File: config.mk
export PLATFORM = sky130hd
export DESIGN_NAME = satq_ram
export DESIGN_NICKNAME = d
export VERILOG_FILES = /design/src/design/satq_ram.sv
export SDC_FILE = /design/constraint.sdc
export NUM_CORES = 1
export LEC_CHECK = 0
export ABC_AREA = 1
export ABC_CLOCK_PERIOD_IN_PS = 2500
export BUFFER_PORTS_ARGS = -buffer_cell sky130_fd_sc_hd__buf_2
export CAP_MARGIN = 5
export CORE_MARGIN = 3
export CORE_UTILIZATION = 50
export CTS_BUF_LIST = sky130_fd_sc_hd__clkbuf_16
export DETAILED_ROUTE_END_ITERATION = 8
export GPL_TIMING_DRIVEN = 0
export PLACE_DENSITY = 0.74
export SLEW_MARGIN = 20
export SYNTH_ARGS = -nofsm -noshare
export SYNTH_HDL_FRONTEND = slang
export SYNTH_SLANG_ARGS = --single-unit
File: constraint.sdc
create_clock -name clk -period 2.5 [get_ports clk]
set_input_delay 0.375 -clock clk [delete_from_list [all_inputs] [get_ports clk]]
set_output_delay 0.375 -clock clk [all_outputs]
set_load 0.02 [all_outputs]
File: src/design/satq_ram.sv
// Generic RAM with one write port and two registered read ports.
`default_nettype none

module satq_ram #(
    parameter int DATA_W    = 8,
    parameter int MEM_DEPTH = 16
) (
    input  wire logic                         clk,
    input  wire logic                         we,
    input  wire logic [$clog2(MEM_DEPTH)-1:0] waddr,
    input  wire logic [DATA_W-1:0]            wdata,
    input  wire logic [$clog2(MEM_DEPTH)-1:0] raddr0,
    output logic      [DATA_W-1:0]            rdata0,
    input  wire logic [$clog2(MEM_DEPTH)-1:0] raddr1,
    output logic      [DATA_W-1:0]            rdata1
);

    logic [DATA_W-1:0] mem [MEM_DEPTH];

    always_ff @(posedge clk)
    begin
        if (we)
        begin
            mem[waddr] <= wdata;
        end
        rdata0 <= mem[raddr0];
        rdata1 <= mem[raddr1];
    end

endmodule

`default_nettype wire

# [Word level (Yosys, flattened, before mapping)]
# Memories as Yosys holds them, arrays and structs flattened. A register that Yosys moved wholly into a read port is not among the register bits.
# Cells that the tools add are included.
# Widths: inputs -> output; s select.
[word_totals] reg_bits=0 latch_bits=0 ramBits=128 rom_bits=0 input_bits=22 wordCells=3 n_memories=1
[mem_list] memory="mem" depth=16 width=8 rd=2 rd_ports_with_merged_regs=2 write_ports=1 line="18" source="logic [DATA_W-1:0] mem [MEM_DEPTH];"
[op_classes] n_addsub=0 multipliers=0 n_div=0 order_cmp=0 n_eq_ne=0 shift=0 n_mux=2 bitwise_logic=0 reduce_logical=0
[op_table] op="$mux 1" count=2

# [Longest topological paths before layout]
[logic_depth] depth_word=2 depth_mapped=7 ltp_nobuf=6

# [Least setup slack after synthesis]
# No wires, ideal clock.
[synth_timing] kind="input -> register" from="input port waddr[2]" to="memory mem[10][0] (enable)" setup_ps=370 arrival_time_ps=956 required_ps=2130 path_slack_ps=1174 cell_stages=2 n_path_buf=0 path_cell_list="nand3b_1 > nor2_1"
[synth_lines] element="start, declared" line="10" source="input wire logic [$clog2(MEM_DEPTH)-1:0] waddr,"
[synth_lines] element="end, declared" line="18"
# Straight into the memory's write port.

# [Final worst setup path]
[layout_timing] from="input port waddr[2]" to="memory mem[9][2] (enable)"
# Straight into the memory's write port.

==> flow_metrics.py <==
metrics = {
    "detailed_routing": {
        "drtIter0Drc": 1258,
        "wl_per_cell_um": 21.4,
        "dr.pass1.iters": 9,
        "antenna_left": 0,
        "via_per_inst": 5.84,
        "vias": 6386,
        "drc": 0,
        "wirelength_um": 23400,
    },
    "place": {
        "gp_congestion": 0.978,
        "io_buffers": 31,
        "hpwlAfterDp_um": 15500,
        "dpl_worst_slack_ns": 0.545,
        "placed_area_sq_mm": 0.00764,
    },
    "critical_path": {
        "crit_path_end_kind": "flop",
        "arrival_ns": 1.63,
        "rr_startpoint": "mem[1][2]",
        "start_kind": "input pin",
        "cp_max_fo": 8,
        "critPathRequiredTime_ns": 2.54,
        "cp-startpoint": "waddr[2]",
        "crit_type": "input pin to flop",
    },
    "floorplanning": {
        "std_cell_rows": 43,
        "top_level_ports": 38,
        "core_sq_mm": 0.0140,
        "start_util_pct": 51.7,
        "die_h_um": 126,
        "die_x_um": 126,
        "dieArea_sq_mm": 0.0160,
    },
    "synth": {
        "synth_area_leaders": "edfxtp_1 (53%), nand3_1 (16%), nand2_1 (14%)",
        "syn-cell-area_sq_mm": 0.00726,
        "synth_area_per_cell_sq_um": 8.53,
        "synth_cell_types": 13,
        "synth_warnings": 0,
        "yosysSeqAreaShare_pct": 57.4,
        "yosysTopAreaCellShare_pct": 52.9,
        "syn-instance-count": 851,
        "yosys.area.top_type": "edfxtp_1",
        "ys_ff_latch": 144,
        "syn-num-nets": 873,
    },
    "timing": {
        "timing.setup.tns_ns": 0,
        "report.final.setup_viol": 0,
        "min_period_ns": 1.58,
        "hold_viol_final": 0,
        "slew_headroom_pct": 28.4,
        "fin_skew_ns": 0.00754,
        "final.setup.worst_slack_ns": 0.918,
        "holdWs_ns": 0.371,
        "slew_violations": 0,
        "tightest_slew_ns": 1.07,
        "period_share_pct": 63.3,
        "timing.fmax_mhz": 632,
        "grt_setup_unrepaired": "false",
    },
    "cts": {
        "clk_path_buf_depth": 2,
        "htree_levels": 4,
        "cts_hold_buf": 0,
        "post_cts_resized": 0,
        "clk_root_buffer_cell": "clkbuf_16",
        "cts.sinks": 144,
        "cts_setup_buffers": 0,
        "cts_inserted_buffers": 17,
        "clock_latency_ns": 0.43,
        "cts.clk_slew.worst_paths_ns": 0.06,
        "cts_tree": "yes",
    },
    "final_layout": {
        "final_common_cell": "nand2_1",
        "mostFrequentLayoutCells": "nand2_1 (277), nand3_1 (225), inv_1 (135)",
        "syn_to_final_growth_pct": 13.3,
        "fill_cells": 1229,
        "diodes": 0,
        "layout-drive-gt1-share_pct": 11.4,
        "final_nets": 923,
        "final_area_sq_mm": 0.00823,
    },
    "power_and_ir_drop": {
        "ir_worst_vdd_uv": 498,
        "p_total_uw": 5850,
        "power_density_mw_per_mm2": 711,
        "p_leak_uw": 0.00377,
    },
    "outcome": {
        "status": "completed",
    },
    "global_routing": {
        "grt_pass1_wl_um": 35100,
        "antenna_found_initial": 0,
        "grt_pass1_vias": 6074,
        "grt_max_degree": 17,
        "grt_overflow": 0,
        "grt_usage_pct": 29.7,
    },
    "min_path": {
        "min_path_type": "input pin to flop",
        "hp-start": "raddr1[2]",
    },
    "run": {
        "cap_violations": 0,
    },
}
-- path summary, 6_finish.rpt --
check,endpoint,slack [ns],cells past startpoint
worst max-delay path,mem[9][2],0.92,3
worst min-delay path,rdata1[7],0.37,4
worst max register to register,rdata1[2],1.33,6
worst min register to register,rdata1[2],0.69,6
-- critical path: stages --
cell and delay, ns:
buf_2 0.11, nand3b_1 0.27, nor2_1 0.87
-- cells by family (layout without fill, tap and decap cells) --
group	Yosys count	after routing	synth area share, %
buffers and inverters	186	249	11.7
DFF	144	144	57.4
and+or+nand+nor	521	521	30.9
-- cells in the mapped netlist, drive strengths merged --
cell type	instances
nand2	277
nor2	17
nand3	225
dfxtp	16
buf	45
clkbuf	3
nand3b	2
edfxtp	128
inv	138
-- layer usage --
metal / vias to the layer above / share of wire [%] / GRT usage (%)
met3: 108 / 14 / 9.94
li1: 2846 / - / -
met4: 0 / 5.4 / 15.0
met2: 549 / 43 / 43.6
met1: 2883 / 38 / 39.5
met5: - / 0 / 0
-- metrics by stage --
stage | utilization, % | cells
2_1_floorplan | - | 851
3_3_place_gp | 54.4 | 1062
3_5_place_dp | 54.4 | 1062
4_1_cts | 58.6 | 1094
5_1_grt | 58.6 | 1094
6_report | 58.6 | 1094
-- power breakdown --
| group | internal (uW) | switching [uW] | total [uW] |
|---|---|---|---|
| combinational | 182 | 472 | 654 |
| sequential | 2690 | 15.8 | 2710 |
| clock | 1520 | 967 | 2490 |
-- flip-flops by register name (all words and copies together) (netlist names) --
signal  cells
rdata0      8
rdata1      8
mem       128
-- area by class of cell --
cell class                 instances  area (sq um)  share of cell area (%)
tap                              180           225                    2.74
buffer                            48           333                    4.05
clock buffer                      20           500                    6.08
multi-input combinational        521          2240                    27.3
timing repair buffer              31           155                    1.89
clock inverter                    12          86.3                    1.05
sequential                       144          4160                    50.6
inverter                         138           518                    6.30
No activity file was read; power rests on OpenSTA's default activity.
